## src/hdl/bwmf_pkg.sv

```systemverilog
// Shared types and constants for the blitter word datapath.
package bwmf_pkg;

  localparam int unsigned WordW  = 16;
  localparam int unsigned CfgIdxW = 3;

  // Configuration register indexes
  localparam logic [CfgIdxW-1:0] RegMinterm   = 3'd0;
  localparam logic [CfgIdxW-1:0] RegAShift    = 3'd1;
  localparam logic [CfgIdxW-1:0] RegBShift    = 3'd2;
  localparam logic [CfgIdxW-1:0] RegDesc      = 3'd3;
  localparam logic [CfgIdxW-1:0] RegFillMode  = 3'd4;
  localparam logic [CfgIdxW-1:0] RegFillCin   = 3'd5;
  localparam logic [CfgIdxW-1:0] RegFirstMask = 3'd6;
  localparam logic [CfgIdxW-1:0] RegLastMask  = 3'd7;

  // Fill mode codes; bit 0 selects inclusive fill
  localparam logic [1:0] FillNone = 2'd0;
  localparam logic [1:0] FillIncl = 2'd1;
  localparam logic [1:0] FillExcl = 2'd2;

  typedef logic [WordW-1:0] word_t;

  typedef struct packed {
    logic [7:0] minterm_function;
    logic [3:0] a_shift_amount;
    logic [3:0] b_shift_amount;
    logic       descending_mode;
    logic [1:0] fill_mode;
    logic       fill_carry_in;
    word_t      first_word_mask;
    word_t      last_word_mask;
  } cfg_t;

  typedef struct packed {
    word_t a_word;
    word_t b_word;
    word_t c_word;
    logic  blit_start;
    logic  row_first;
    logic  row_last;
  } item_t;

  // Carried state between words
  typedef struct packed {
    word_t prior_a;
    word_t prior_b;
    logic  fill_carry;
  } hist_t;

endpackage

```

## src/hdl/bwmf_datapath.sv

```systemverilog
// Combinational word datapath: mask, shift, minterm and area fill.
module bwmf_datapath (
  input  bwmf_pkg::cfg_t  cfg,
  input  bwmf_pkg::item_t item,
  input  bwmf_pkg::hist_t hist,
  output bwmf_pkg::word_t d_word,
  output bwmf_pkg::hist_t hist_nxt
);

  bwmf_pkg::word_t a_m;
  bwmf_pkg::word_t prev_a;
  bwmf_pkg::word_t prev_b;
  bwmf_pkg::word_t a_sh;
  bwmf_pkg::word_t b_sh;
  bwmf_pkg::word_t mt;
  bwmf_pkg::word_t filled;
  bwmf_pkg::word_t carry_at;
  logic [2*bwmf_pkg::WordW-1:0] a_pair;
  logic [2*bwmf_pkg::WordW-1:0] b_pair;
  logic carry0;
  logic fill_on;
  logic incl;

  always_comb begin
    a_m = item.a_word;
    if (item.row_first) begin
      a_m = a_m & cfg.first_word_mask;
    end
    if (item.row_last) begin
      a_m = a_m & cfg.last_word_mask;
    end
    prev_a = item.blit_start ? '0 : hist.prior_a;
    prev_b = item.blit_start ? '0 : hist.prior_b;
  end

  // Descending: current word sits high and bits move up; take the upper half.
  always_comb begin
    if (cfg.descending_mode) begin
      a_pair = {a_m, prev_a} << cfg.a_shift_amount;
      b_pair = {item.b_word, prev_b} << cfg.b_shift_amount;
      a_sh   = a_pair[2*bwmf_pkg::WordW-1:bwmf_pkg::WordW];
      b_sh   = b_pair[2*bwmf_pkg::WordW-1:bwmf_pkg::WordW];
    end else begin
      a_pair = {prev_a, a_m} >> cfg.a_shift_amount;
      b_pair = {prev_b, item.b_word} >> cfg.b_shift_amount;
      a_sh   = a_pair[bwmf_pkg::WordW-1:0];
      b_sh   = b_pair[bwmf_pkg::WordW-1:0];
    end
  end

  always_comb begin
    for (int i = 0; i < bwmf_pkg::WordW; i++) begin
      mt[i] = cfg.minterm_function[{a_sh[i], b_sh[i], item.c_word[i]}];
    end
  end

  // Fill carry into bit i is the starting carry XOR all minterm bits below i.
  assign carry0  = item.row_first ? cfg.fill_carry_in : hist.fill_carry;
  assign fill_on = (cfg.fill_mode != bwmf_pkg::FillNone);
  assign incl    = cfg.fill_mode[0];

  always_comb begin
    for (int i = 0; i < bwmf_pkg::WordW; i++) begin
      carry_at[i] = carry0 ^ (^(mt & ((bwmf_pkg::WordW)'(1) << i) - (bwmf_pkg::WordW)'(1)));
      if (carry_at[i]) begin
        filled[i] = incl ? 1'b1 : ~mt[i];
      end else begin
        filled[i] = mt[i];
      end
    end
  end

  assign d_word              = fill_on ? filled : mt;
  assign hist_nxt.prior_a    = a_m;
  assign hist_nxt.prior_b    = item.b_word;
  assign hist_nxt.fill_carry = fill_on ? (carry0 ^ (^mt)) : carry0;

endmodule

```

## src/hdl/blit_word_minterm_fill.sv

```systemverilog
// Top level of the blitter word datapath: input register, datapath, output register.
//
//   channel | dir | payload
//   in_     | in  | tdata {c_word, b_word, a_word}, tuser {row_first, blit_start}, tlast row_last
//   out_    | out | tdata d_word, tlast end_of_row
//   cfg_    | in  | cfg_index selects register, cfg_data written when cfg_wr_en
//
// One word per cycle while out_tready is high; out_tvalid comes from the output register.
// The datapath sits between the input register and the output register, and the
// prior A/B words and fill carry update as a word moves between the two.
// rst_n is synchronous, active low; it empties both stages, clears history and resets config.
// A stalled output holds; the input register still takes one more word.
module blit_word_minterm_fill (
  input  logic        clk,
  input  logic        rst_n,
  input  logic        in_tvalid,
  output logic        in_tready,
  input  logic [47:0] in_tdata,   // a_word[15:0], b_word[31:16], c_word[47:32]
  input  logic [1:0]  in_tuser,   // blit_start[0], row_first[1]
  input  logic        in_tlast,
  output logic        out_tvalid,
  input  logic        out_tready,
  output logic [15:0] out_tdata,  // d_word[15:0]
  output logic        out_tlast,
  input  logic        cfg_wr_en,
  input  logic [2:0]  cfg_index,
  input  logic [15:0] cfg_data
);

  bwmf_pkg::cfg_t  cfg_r;
  bwmf_pkg::item_t item_r;
  bwmf_pkg::hist_t hist_r;
  bwmf_pkg::hist_t hist_nxt;
  bwmf_pkg::word_t d_word;
  bwmf_pkg::word_t d_r;
  logic            last_r;
  logic            in_valid_r;
  logic            out_valid_r;
  logic            advance;
  logic            in_take;

  assign advance   = in_valid_r && (!out_valid_r || out_tready);
  assign in_tready = !in_valid_r || advance;
  assign in_take   = in_tvalid && in_tready;

  always_ff @(posedge clk) begin
    if (!rst_n) begin
      cfg_r.minterm_function <= '0;
      cfg_r.a_shift_amount   <= '0;
      cfg_r.b_shift_amount   <= '0;
      cfg_r.descending_mode  <= 1'b0;
      cfg_r.fill_mode        <= bwmf_pkg::FillNone;
      cfg_r.fill_carry_in    <= 1'b0;
      cfg_r.first_word_mask  <= '1;
      cfg_r.last_word_mask   <= '1;
    end else if (cfg_wr_en) begin
      case (cfg_index)
        bwmf_pkg::RegMinterm:   cfg_r.minterm_function <= cfg_data[7:0];
        bwmf_pkg::RegAShift:    cfg_r.a_shift_amount   <= cfg_data[3:0];
        bwmf_pkg::RegBShift:    cfg_r.b_shift_amount   <= cfg_data[3:0];
        bwmf_pkg::RegDesc:      cfg_r.descending_mode  <= cfg_data[0];
        bwmf_pkg::RegFillMode:  cfg_r.fill_mode        <= cfg_data[1:0];
        bwmf_pkg::RegFillCin:   cfg_r.fill_carry_in    <= cfg_data[0];
        bwmf_pkg::RegFirstMask: cfg_r.first_word_mask  <= cfg_data;
        bwmf_pkg::RegLastMask:  cfg_r.last_word_mask   <= cfg_data;
        default: ;
      endcase
    end
  end

  always_ff @(posedge clk) begin
    if (!rst_n) begin
      in_valid_r  <= 1'b0;
      out_valid_r <= 1'b0;
      hist_r      <= '0;
    end else begin
      if (in_take) begin
        in_valid_r <= 1'b1;
      end else if (advance) begin
        in_valid_r <= 1'b0;
      end
      if (advance) begin
        out_valid_r <= 1'b1;
        hist_r      <= hist_nxt;
      end else if (out_tready) begin
        out_valid_r <= 1'b0;
      end
    end
  end

  always_ff @(posedge clk) begin
    if (in_take) begin
      item_r.a_word     <= in_tdata[15:0];
      item_r.b_word     <= in_tdata[31:16];
      item_r.c_word     <= in_tdata[47:32];
      item_r.blit_start <= in_tuser[0];
      item_r.row_first  <= in_tuser[1];
      item_r.row_last   <= in_tlast;
    end
    if (advance) begin
      d_r    <= d_word;
      last_r <= item_r.row_last;
    end
  end

  bwmf_datapath u_dp (
    .cfg      (cfg_r),
    .item     (item_r),
    .hist     (hist_r),
    .d_word   (d_word),
    .hist_nxt (hist_nxt)
  );

  assign out_tvalid = out_valid_r;
  assign out_tdata  = d_r;
  assign out_tlast  = last_r;

endmodule

```

## config.mk

```make
export PLATFORM = sky130hd
export DESIGN_NAME = blit_word_minterm_fill
export DESIGN_NICKNAME = d
export VERILOG_FILES = /design/src/hdl/bwmf_pkg.sv /design/src/hdl/bwmf_datapath.sv /design/src/hdl/blit_word_minterm_fill.sv
export SDC_FILE = /design/constraint.sdc
export NUM_CORES = 1
export LEC_CHECK = 0
export ABC_AREA = 1
export BUFFER_PORTS_ARGS = -buffer_cell sky130_fd_sc_hd__clkbuf_2
export CAP_MARGIN = 20
export CORE_ASPECT_RATIO = 1.75
export CORE_MARGIN = 1
export CORE_UTILIZATION = 56
export DETAILED_ROUTE_END_ITERATION = 7
export PLACE_DENSITY = 0.75
export REMOVE_ABC_BUFFERS = 1
export SYNTH_ARGS = -nofsm -noshare
export SYNTH_HDL_FRONTEND = slang
export SYNTH_HIERARCHICAL = 1
export SYNTH_SLANG_ARGS = --single-unit
```

## constraint.sdc

```tcl
create_clock -name clk -period 6 [get_ports clk]
set_input_delay 0.6 -clock clk [delete_from_list [all_inputs] [get_ports clk]]
set_output_delay 0.6 -clock clk [all_outputs]
set_load 0.05 [all_outputs]
```

Word-level counts from Yosys, hierarchy flattened
Index checks and enable logic that the tools add are counted.
W data, S select, Z words.
{ "op_classes": {"add_sub_neg": 0, "multipliers": 0, "div_mod_pow": 0, "order_cmp": 16, "n_eq_ne": 7, "shifts": 4, "mux": 77, "bitwise_logic": 34, "n_reduce_logical": 34} }
{ "op_table": {"columns": ["cell", "count"], "rows": [
  ["$reduce_xor A16 Y1", 16],
  ["$mux W16", 7],
  ["$lt A3 B4 Y1 const B", 16],
  ["$shl A32 B4 Y32", 2],
  ["$shr A32 B4 Y16", 2],
  ["$mux W1", 54],
  ["$bmux W1 S3", 16],
  ["$and A16 B16 Y16", 2],
  ["$not A1 Y1", 16],
  ["$reduce_and A2 Y1", 8],
  ["$xor A1 B1 Y1", 16],
  ["$eq A3 B3 Y1 const B", 4],
  ["$eq A3 B2 Y1 const B", 2],
  ["$reduce_bool A2 Y1", 3],
  ["$eq A3 B1 Y1 const B", 1],
  ["$logic_not A3 Y1", 1],
  ["$logic_and A1 B1 Y1", 2],
  ["$logic_not A1 Y1", 2],
  ["$logic_or A1 B1 Y1", 2]
]} }
{ "word_totals": {"ff_bits": 155, "latchBits": 0, "mem_bits_rw": 0, "rom_bits": 0, "in_bits": 75, "wordCells": 193, "mem_count": 0} }

Depth between registers and ports, before layout
Gate-level depths: netlist of the first run.
{ "depth": {"ltp_word": 12, "depth_mapped": 29} }

Hierarchy
The synthesis of the first run kept the hierarchy.
{ "by_module_without_submodules": {"columns": ["mod", "instances", "cells_per_inst", "area_per_inst_um2", "seq_area_each_um2"], "rows": [
  ["bwmf_datapath", 1, 1731, 7835.0, 0.0],
  ["blit_word_minterm_fill", 1, 530, 5519.0, 3783.6]
]} }

Least setup slack after synthesis of the first run
Ideal clock, no wire load.
{ "synth_timing": {"path_type": "register -> register", "from": "register item_r[2] (netlist name)", "to": "register hist_r[0] (netlist name)", "setup_time_ns": 0.113, "arrival_time_ns": 2.691, "required_time_ns": 5.887, "setup_slack_ns": 3.196, "path_stages_with_launch": 26, "path_buffers": 1, "period_less_slack_ns": 2.804, "cell_sequence": "edfxtp_1 -> buf_2 -> o21ai_0 -> nand3_1 -> nand2_1 -> nand2_1 -> nand2_1 -> nand2_1 -> nand3_1 -> nand2_1 -> nand2_1 -> nand2_2 -> nand2_1 -> inv_1 -> nor2_2 -> nand2_1 -> nand2_2 -> nand2_2 -> nand3_2 -> nand2_4 -> or2_1 -> nand3_1 -> nand2_1 -> nand3b_1 -> nand2_1 -> nor2_1"} }
{ "synth_lines": {"columns": ["item", "line_no", "rtl"], "rows": [
  ["start: declaration", "blit_word_minterm_fill.sv:31", "bwmf_pkg::item_t item_r;"],
  ["end signal: assignment", "blit_word_minterm_fill.sv:84", "hist_r <= hist_nxt;"],
  ["end: declaration", "blit_word_minterm_fill.sv:32", "bwmf_pkg::hist_t hist_r;"]
]} }

==> results of run 1 <==
path summary, 6_finish.rpt:
check,start,to,slack (ns),cells past startpoint
worst max-delay path,item_r[2],hist_r[0],1.75,26
worst min-delay path,in_tdata[21],item_r[24],0.31,1
worst max register to register,item_r[2],hist_r[0],1.75,26
worst min register to register,cfg_r[8],cfg_r[8],0.46,2
final cells by class:
cell class | instances | area (sq um) | share of cell area
clock inverters | 15 | 170 | 0.0120
inverters | 170 | 641 | 0.0452
flip-flops and latches | 155 | 3780 | 0.267
clock buffers | 17 | 425 | 0.0300
repair buffers | 114 | 623 | 0.0440
well taps | 304 | 380 | 0.0268
multi-input cells | 1794 | 8150 | 0.575
flip-flops by register name, indices dropped and copies added (netlist names):
signal	count
out_tvalid	1
out_tlast	1
out_tdata	16
hist_r	33
item_r	51
in_valid_r	1
cfg_r	52
synthesized netlist by cell type:
library cell / n
nand2_1: 790
nand3_1: 591
inv_1: 160
nor2_1: 150
o21ai_0: 101
dfxtp_1: 87
edfxtp_1: 68
buf_2: 51
clkbuf_1: 36
buf_4: 34
nand3b_1: 33
o211ai_1: 28
o21ai_1: 24
nand2_2: 17
a21oi_1: 16
buf_1: 13
nand4_1: 10
inv_2: 8
buf_6: 7
nand2_4: 5
xor2_1: 5
nand3_2: 3
nor2_2: 3
nor2_4: 3
or2_1: 2
a21oi_4: 1
a31oi_1: 1
and2_1: 1
clkbuf_2: 1
clkinv_1: 1
inv_4: 1
nor2_8: 1
nor3_1: 1
o21a_1: 1
o21ai_2: 1
o22ai_1: 1
o31ai_1: 1
or2_2: 1
xnor2_1: 1
xnor3_1: 1
xor2_2: 1
routing by layer:
layer  share of wire  GRT usage
met5               0          0
met4           0.087      0.344
met3           0.053     0.0499
met2            0.51      0.741
met1            0.35      0.411
layout by cell type, fill, tap and decap left out, types with 5 or more instances in the layout:
master / instances
o211ai_1: 28
buf_4: 21
nand2_1: 790
inv_8: 5
o21ai_0: 101
xor2_1: 5
nand3b_1: 33
nor2_1: 150
inv_2: 9
nand4_1: 10
o21ai_1: 24
edfxtp_1: 68
nand2_2: 17
clkbuf_16: 17
clkbuf_2: 93
inv_1: 159
nand2_4: 5
a21oi_1: 16
nand3_1: 591
dfxtp_1: 86
worst max-delay path, cell delays in order (launching register included):
cell and delay (ns):
edfxtp_1 0.97, inv_2 0.38, nand2_2 0.17, nand2_1 0.08
nand3_1 0.20, nand3_1 0.12, nand2_1 0.10, nand2_1 0.06
o21ai_1 0.26, nand2_1 0.19, nand2_1 0.12, nand2_1 0.08
nand2_1 0.07, nand2_1 0.05, nand2_1 0.08, nand2_1 0.05
nand2_1 0.10, inv_1 0.06, nand2_1 0.05, nand2_1 0.13
xor2_1 0.21, or2_1 0.21, nand3_1 0.06, nand2_1 0.05
nand3b_1 0.14, nand2_1 0.08, nor2_1 0.05
kinds of logic after synthesis:
kind of cell,count (synthesis),synth area share
compound gates,175,0.0725
xor+xnor,8,0.00684
buf+inv,312,0.106
flops,155,0.283
simple gates,1611,0.531
stage by stage:
stage | total power, mW | hold WS (ns) | setup slack (ns) | instance area (sq um) | utilization
6_report | 3.53 | 0.309 | 1.75 | 14200 | 0.608
5_1_grt | 3.72 | 0.299 | 1.30 | 14200 | 0.608
4_1_cts | 3.52 | 0.294 | 1.85 | 14200 | 0.608
3_5_place_dp | 2.42 | 0.442 | 1.89 | 13600 | 0.582
3_3_place_gp | 2.41 | 0.439 | 1.96 | 13600 | 0.582
2_1_floorplan | 2.09 | 0.429 | 1.63 | 12600 | -
power groups by stage:
stage / clock (mW) / sequential [mW] / combinational, mW
2_1_floorplan: 0 / 1.30 / 0.789
4_1_cts: 1.11 / 1.23 / 1.17
5_1_grt: 1.15 / 1.24 / 1.33
3_5_place_dp: 0 / 1.26 / 1.17
3_3_place_gp: 0 / 1.26 / 1.15
6_report: 1.10 / 1.24 / 1.20
==> impl_metrics.tcl, run 1 <==
set metrics [dict create \
    dr.pass1.iters 6 \
    start_kind "flip-flop" \
    peakVddDrop_mv 0.227 \
    crit_path_max_fanout 33 \
    die_h_um 206 \
    ys_types 41 \
    cts_sinks 155 \
    hpwl_um 36600 \
    antenna_left 0 \
    clockBufferDepth 2 \
    htreeDepth 4 \
    combPwrFrac 0.340 \
    drt-total-wl_um 49500 \
    setup.worst_path.end_class "flip-flop" \
    die_x_um 119 \
    switching_share 0.406 \
    seq_power_share 0.350 \
    cts_tree "built" \
    cts_buffers 17 \
    synth_seq_area_share 0.283 \
    n_antenna_cell 0 \
    yosys_register_bits 155 \
    path_class "reg2reg" \
    min_path_type "in2reg" \
    io_pins 94 \
    clockPowerShare 0.310 \
    synth_top_area_share 0.222 \
    synth_cells 2261 \
    portBuffers 93 \
    drv_cap 0 \
    fp.dieArea_sq_um 24500 \
    drive_above_1_share 0.0852 \
    p_per_area_nw_per_um2 249 \
    track_usage 0.407 \
    tightest_slew_ns 1.05 \
    instances_no_fill 2569 \
    period_share 0.708 \
    finalHoldViolCount 0 \
    clk-insertion-delay-late_ns 0.46 \
    fillers 2376 \
    setup_violations 0 \
    slew_violations 0 \
    critical_path_required_ns 6.35 \
    grt_pass1_wl_um 75200 \
    drt_iter0_markers 1448 \
    p_int_mw 2.10 \
    gp_congestion 1.02 \
    syn_avg_cell_area_sq_um 5.91 \
    yosysTopAreaCell "nand2_1" \
    finalCriticalPeriod_ns 4.25 \
    cts_hold_repair.buffers 0 \
    coreArea_sq_um 23300 \
    p_sw_mw 1.44 \
    critPathArrivalTime_ns 4.60 \
    rows 74 \
    postCtsSetupBuffers 0 \
    outcome "finished, final reports clean" \
    drcViolationCount 0 \
    syn_to_final_growth_pct 6.16 \
    syn_area_sq_um 13400 \
    maxSlewHeadroom 0.302 \
    clkTransAtPathRegs_ns 0.07 \
    nNetsFinal 2327 \
    tns_ns 0 \
    grt_max_degree 87 \
    via_count 15300 \
    antenna_found_initial 0 \
    via_per_inst 5.96 \
    dp_cells 2537 \
    grt_pass1_vias 14000 \
    clock.fmax_mhz 235 \
    grt_setup_unrepaired "no" \
    start_util 0.572 \
    gr-total-overflow 0 \
    cts_resized 0 \
    netlist_top_cells_area "nand2_1, nand3_1, edfxtp_1, dfxtp_1, inv_1" \
    wl_per_cell_um 19.3 \
    synth-warning-count 6 \
    power_leakage_nw 7.19 \
    cts-root-buf "clkbuf_16" \
    fin_skew_ns 0.0177 \
]
(Power assumes the default switching activity.)
==> run 2, diff against run 1 <==
--- a/config.mk
+++ b/config.mk
@@ -12,7 +12,7 @@
 export CORE_MARGIN = 1
 export CORE_UTILIZATION = 56
 export DETAILED_ROUTE_END_ITERATION = 7
-export PLACE_DENSITY = 0.75
+export PLACE_DENSITY = 0.78
 export REMOVE_ABC_BUFFERS = 1
 export SYNTH_ARGS = -nofsm -noshare
 export SYNTH_HDL_FRONTEND = slang
==> constraint.sdc (replaced) <==
create_clock -name clk -period 3.5 [get_ports clk]
set_input_delay 0.35 -clock clk [delete_from_list [all_inputs] [get_ports clk]]
set_output_delay 0.35 -clock clk [all_outputs]
set_load 0.05 [all_outputs]
==> impl_metrics.tcl, run 2 (synthesis gave the netlist of run 1 again) <==
set metrics [dict create \
    cts_tree "built" \
    cts_sinks 155 \
    critical_path_required_ns 3.86 \
    via_count 15700 \
    drt-total-wl_um 50600 \
    via_per_inst 6.03 \
    coreArea_sq_um 23300 \
    path_class "reg2reg" \
    use_met2 0.732 \
    nNetsFinal 2358 \
    hpwl_um 37400 \
    period_share 0.973 \
    portBuffers 93 \
    largest_register_ffs 52 \
    antenna_left 0 \
    startpoint "item_r[0]" \
    cpPeakStageDelay_ns 0.52 \
    instances_no_fill 2600 \
    start_kind "flip-flop" \
    antenna_found_initial 0 \
    final_cell_mix "nand2_1, nand3_1, inv_1, nor2_1, clkbuf_2" \
    r2r-start "item_r[0]" \
    gr-total-overflow 0 \
    cts_hold_repair.buffers 0 \
    io_pins 94 \
    htreeDepth 4 \
    grt_use_met1 0.410 \
    rows 74 \
    min_path_type "in2reg" \
    drcViolationCount 0 \
    maxSlewHeadroom 0.233 \
    top_register "cfg_r" \
    hp-start "in_tdata[31]" \
    reg_top3 "cfg_r x52, item_r x51, hist_r x33" \
    hold_ws_ns 0.0607 \
    wl_per_cell_um 19.5 \
    track_usage 0.415 \
    start_util 0.572 \
    layout_commonest_cell "nand2_1" \
    dr.pass1.iters 6 \
    clk-insertion-delay-late_ns 0.46 \
    hold_depth 1 \
    finalHoldViolCount 0 \
    timing.critical_path.mode_cell "nand2_1" \
    drt_iter0_markers 1807 \
    cts_buffers 17 \
    slew_violations 0 \
    cts-root-buf "clkbuf_16" \
    drive_above_1_share 0.152 \
    dp_cells 2566 \
    drv_cap 0 \
    reg2reg_depth 22 \
    n_antenna_cell 0 \
    clockBufferDepth 2 \
    clock.fmax_mhz 294 \
    final_core_util 0.652 \
    crit_slowest_cell "o211ai_1" \
    power_leakage_nw 7.58 \
    setup.worst_path.end_class "flip-flop" \
    grt_pass1_wl_um 77100 \
    peakVddDrop_mv 0.415 \
    syn_to_final_growth_pct 13.9 \
    fin_skew_ns 0.0125 \
    p_total_mw 6.34 \
    grt_max_degree 87 \
    busiest_layer "met2" \
    crit_path_max_fanout 17 \
    setup_violations 0 \
    gp_congestion 1.03 \
    die_h_um 206 \
    crit_chain "buf_6 > nand2_1 > nand3_2 > nand2_2 > nand3_1 > nand3_1 > nand2_1 > o211ai_1 > nand2_2 > o21ai_4 > inv_1 > nand2_1 > nand2_1 > nand2_1 > nand2_1 > xor2_1 > or2_1 > nand3_1 > nand2_1 > nand3b_1 > nand2_1 > nor2_1" \
    tightest_slew_ns 1.14 \
    grt_pass1_vias 14800 \
    clkTransAtPathRegs_ns 0.07 \
    use_met3 0.0701 \
    outcome "finished, final reports clean" \
    critPathArrivalTime_ns 3.76 \
    p_per_area_nw_per_um2 417 \
    grt_setup_unrepaired "yes" \
    fp.dieArea_sq_um 24500 \
    finalCriticalPeriod_ns 3.40 \
    die_x_um 119 \
]
-- run 2: cell count changes in the layout (fill, tap and decap cells not counted), moves of 3 or more --
cell / delta
o21ai_2: +10
o21ai_4: +3
o21ai_0: -22
nand2_2: +65
nand3_2: +33
buf_12: +17
inv_8: -3
buf_4: +10
o21ai_1: +9
nand2_1: -70
nand3_1: -37
nand2_4: +4
nand3_4: +4
clkbuf_16: +3
-- run 2: critical path, delay by kind of cell, from the launching register on --
family / cells / cell delay, ns
and+or+nand+nor: 17 / 1.76
AOI/OAI and AO/OA: 2 / 0.72
DFF: 1 / 0.40
buffers and inverters: 2 / 0.25
xor gates and xnor gates: 1 / 0.15
-- run 2: path summary, 6_finish.rpt --
check | to | slack (ns)
setup / recovery | hist_r[0] | 0.1
hold / removal | item_r[34] | 0.06
setup reg to reg | hist_r[0] | 0.1
hold reg to reg | cfg_r[3] | 0.46
-- run 2: per-stage QoR --
step | TNS [ns] | setup WS, ns | instance area (sq um)
4_1_cts | 0 | 0.123 | 14600
2_1_floorplan | -10.20 | -0.872 | 12600
3_3_place_gp | 0 | 0.215 | 14000
3_5_place_dp | 0 | 0.148 | 14000
5_1_grt | -0.199 | -0.0767 | 15200
6_report | 0 | 0.0955 | 15200
-- run 2: final cells by class --
| type | count | area (sq um) |
|---|---|---|
| multi-input combinational | 1794 | 8660 |
| clock buffer | 18 | 450 |
| fill | 2294 | 8130 |
| sequential | 155 | 3790 |
| timing repair buffer | 145 | 1110 |
| inverter | 170 | 646 |
| tap | 304 | 380 |
| clock inverter | 14 | 171 |
-- run 2: what timing repair did --
action / CTS / global route
setup buffers: 0 / 0
setup endpoints to repair: 0 / 13
gates resized for setup: 0 / 167
-- run 2: metal layers --
layer,vias to the layer above,share of wire
met5,-,0
met4,0,0.10
met2,834,0.49
li1,7490,-
met1,7088,0.33
met3,269,0.070
-- run 2: where the power goes --
| group | switching [mW] | internal, mW |
|---|---|---|
| combinational | 1.58 | 0.730 |
| sequential | 0.0927 | 2.02 |
| clock | 0.922 | 1.00 |
==> run 3, diff against run 2 <==
--- a/config.mk
+++ b/config.mk
@@ -14,6 +14,7 @@
 export DETAILED_ROUTE_END_ITERATION = 7
 export PLACE_DENSITY = 0.78
 export REMOVE_ABC_BUFFERS = 1
+export SETUP_SLACK_MARGIN = 0.3
 export SYNTH_ARGS = -nofsm -noshare
 export SYNTH_HDL_FRONTEND = slang
 export SYNTH_HIERARCHICAL = 1
==> constraint.sdc (replaced) <==
create_clock -name clk -period 3.5 [get_ports clk]
set_input_delay 0.175 -clock clk [delete_from_list [all_inputs] [get_ports clk]]
set_output_delay 0.175 -clock clk [all_outputs]
set_load 0.05 [all_outputs]
==> impl_metrics.tcl, run 3 (synthesis gave the netlist of run 1 again) <==
set metrics [dict create \
    n_antenna_cell 0 \
    setup_violations 0 \
    crit_slowest_cell "edfxtp_1" \
    track_usage 0.439 \
    switching_share 0.413 \
    instances_no_fill 2692 \
    antenna_left 0 \
    grt_max_degree 87 \
    grt_setup_unrepaired "yes" \
    nNetsFinal 2450 \
    final_cell_mix "nand2_1, nand3_1, inv_1, nor2_1, nand2_2" \
    critical_path_required_ns 3.72 \
    hold_depth 3 \
    via_count 16800 \
    path_class "reg2reg" \
    layout_commonest_cell "nand2_1" \
    clock.fmax_mhz 301 \
    timing.critical_path.mode_cell "nand2_1" \
    antenna_found_initial 0 \
    regToRegSetupSlack_ns 0.17 \
    power_leakage_nw 8.29 \
    io_pins 94 \
    p_sw_mw 2.82 \
    min_path_type "in2reg" \
    gp_congestion 1.07 \
    cpPeakStageDelay_ns 0.42 \
    clkTransAtPathRegs_ns 0.07 \
    finalHoldViolCount 0 \
    finalCriticalPeriod_ns 3.33 \
    slew_violations 0 \
    cts_tree "built" \
    wl_per_cell_um 20.6 \
    hold_end "cfg_r[4]" \
    crit_chain "buf_8 > buf_16 > o21ai_4 > nand2_2 > inv_2 > nand2_1 > nand3_2 > nand3_2 > nand2_1 > nand2_1 > nand2_1 > nand2_1 > nand2_2 > buf_6 > nor2_4 > nor2_2 > nand2_1 > nand2_2 > xor2_2 > inv_2 > nand2_1 > nand3_1 > o21ai_2 > inv_1" \
    die_x_um 119 \
    hp-start "cfg_data[4]" \
    combPwrFrac 0.395 \
    fin_skew_ns 0.0151 \
    grt_pass1_vias 15500 \
    period_share 0.951 \
    p_int_mw 4.00 \
    crit_path_max_fanout 8 \
    cts_buffers 17 \
    clk-insertion-delay-late_ns 0.47 \
    rows 74 \
    syn_to_final_growth_pct 28.3 \
    reg_top3 "cfg_r x52, item_r x51, hist_r x33" \
    clockPowerShare 0.293 \
    peakVddDrop_mv 0.416 \
    critPathArrivalTime_ns 3.55 \
    setup.worst_path.end_class "flip-flop" \
    drt-total-wl_um 55500 \
    r2r-start "item_r[2]" \
    largest_register_ffs 52 \
    clockBufferDepth 2 \
    fp.dieArea_sq_um 24500 \
    final_core_util 0.735 \
    dr.pass1.iters 6 \
    drcViolationCount 0 \
    reg2reg_to "out_tdata[5]" \
    fillers 1944 \
    start_kind "flip-flop" \
    reg2reg_depth 24 \
    cts-root-buf "clkbuf_16" \
    htreeDepth 4 \
    tightest_slew_ns 1.05 \
    hpwl_um 36300 \
    top_register "cfg_r" \
    p_total_mw 6.82 \
    gr-total-overflow 0 \
    start_util 0.572 \
    outcome "finished, final reports clean" \
    via_per_inst 6.24 \
    dp_cells 2556 \
    drive_above_1_share 0.222 \
    portBuffers 93 \
    seq_power_share 0.312 \
    grt_pass1_wl_um 82200 \
    cts_sinks 155 \
    drt_iter0_markers 2052 \
    coreArea_sq_um 23300 \
    drv_cap 0 \
    maxSlewHeadroom 0.293 \
    p_per_area_nw_per_um2 398 \
    die_h_um 206 \
]
-- run 3: cell types whose count changed in the layout (fill, tap and decap cells not counted), moves of 8 or more --
cell and change:
nand3_1 -79, nor2_1 -8, nand3_4 +15, nand2_2 +27, buf_4 +17, nand2_1 -32
inv_1 -8, o21ai_4 +20, dlygate4sd3_1 +67, nand3_2 +64, o21ai_1 -18
-- run 3: layer usage --
layer | GRT usage | wire length, um
met1 | 0.431 | 17700
met3 | 0.0839 | 4740
met5 | 0 | 0
met2 | 0.764 | 26700
met4 | 0.432 | 6400
-- run 3: critical path, delay by kind of cell (launching register included) --
kind / cells / cell delay (ns)
compound gates: 2 / 0.38
xor+xnor: 1 / 0.27
buf+inv: 6 / 0.70
flops: 1 / 0.42
simple gates: 15 / 1.32
-- run 3: how the worst max path moves through the flow --
stage	slack (ns)	depth (start not counted)	endpoint	start
2_1_floorplan	-0.87	23	hist_r[0]	cfg_r[41]
3_3_place_gp	0.03	23	out_tdata[5]	item_r[0]
3_5_place_dp	0.004	23	out_tdata[5]	item_r[0]
4_1_cts	0.29	27	hist_r[0]	item_r[2]
5_1_grt	-0.04	25	out_tdata[10]	item_r[2]
6_report	0.17	24	out_tdata[5]	item_r[2]
-- run 3: area by class of cell --
class | count | area, sq um | share of cell area
repair buffers | 237 | 2100 | 0.122
well taps | 304 | 380 | 0.0222
inverters | 170 | 673 | 0.0393
flip-flops and latches | 155 | 3790 | 0.221
clock buffers | 17 | 425 | 0.0248
multi-input cells | 1794 | 9550 | 0.557
clock inverters | 15 | 220 | 0.0128
-- run 3: per-stage QoR --
step	setup slack [ns]	setup TNS (ns)	hold WS, ns	instance area (sq um)
after floorplan	-0.872	-10.20	0.260	12600
after global placement	0.0313	0	0.351	13900
after detailed placement	0.00397	0	0.354	13900
after CTS	0.294	0	0.0282	15900
after global routing	-0.0357	-0.0704	0.100	17100
final	0.172	0	0.0731	17100
-- run 3: power by group through the flow --
stage | registers (mW) | logic, mW | clock network, mW
3_5_place_dp | 2.15 | 2.08 | 0
4_1_cts | 2.11 | 2.28 | 2.00
5_1_grt | 2.14 | 2.92 | 2.07
3_3_place_gp | 2.15 | 2.04 | 0
6_report | 2.13 | 2.70 | 2.00
2_1_floorplan | 2.23 | 1.35 | 0
-- run 3: repair_timing --
| action | CTS | global route |
|---|---|---|
| hold buffers | 67 | 0 |
| resized for setup | 164 | 226 |
| endpoints found under the setup margin | 13 | 15 |
| setup buffers | 10 | 21 |
| cloned | 2 | 4 |
| endpoints found under the hold margin | 80 | 0 |
| pin swaps | 16 | 47 |
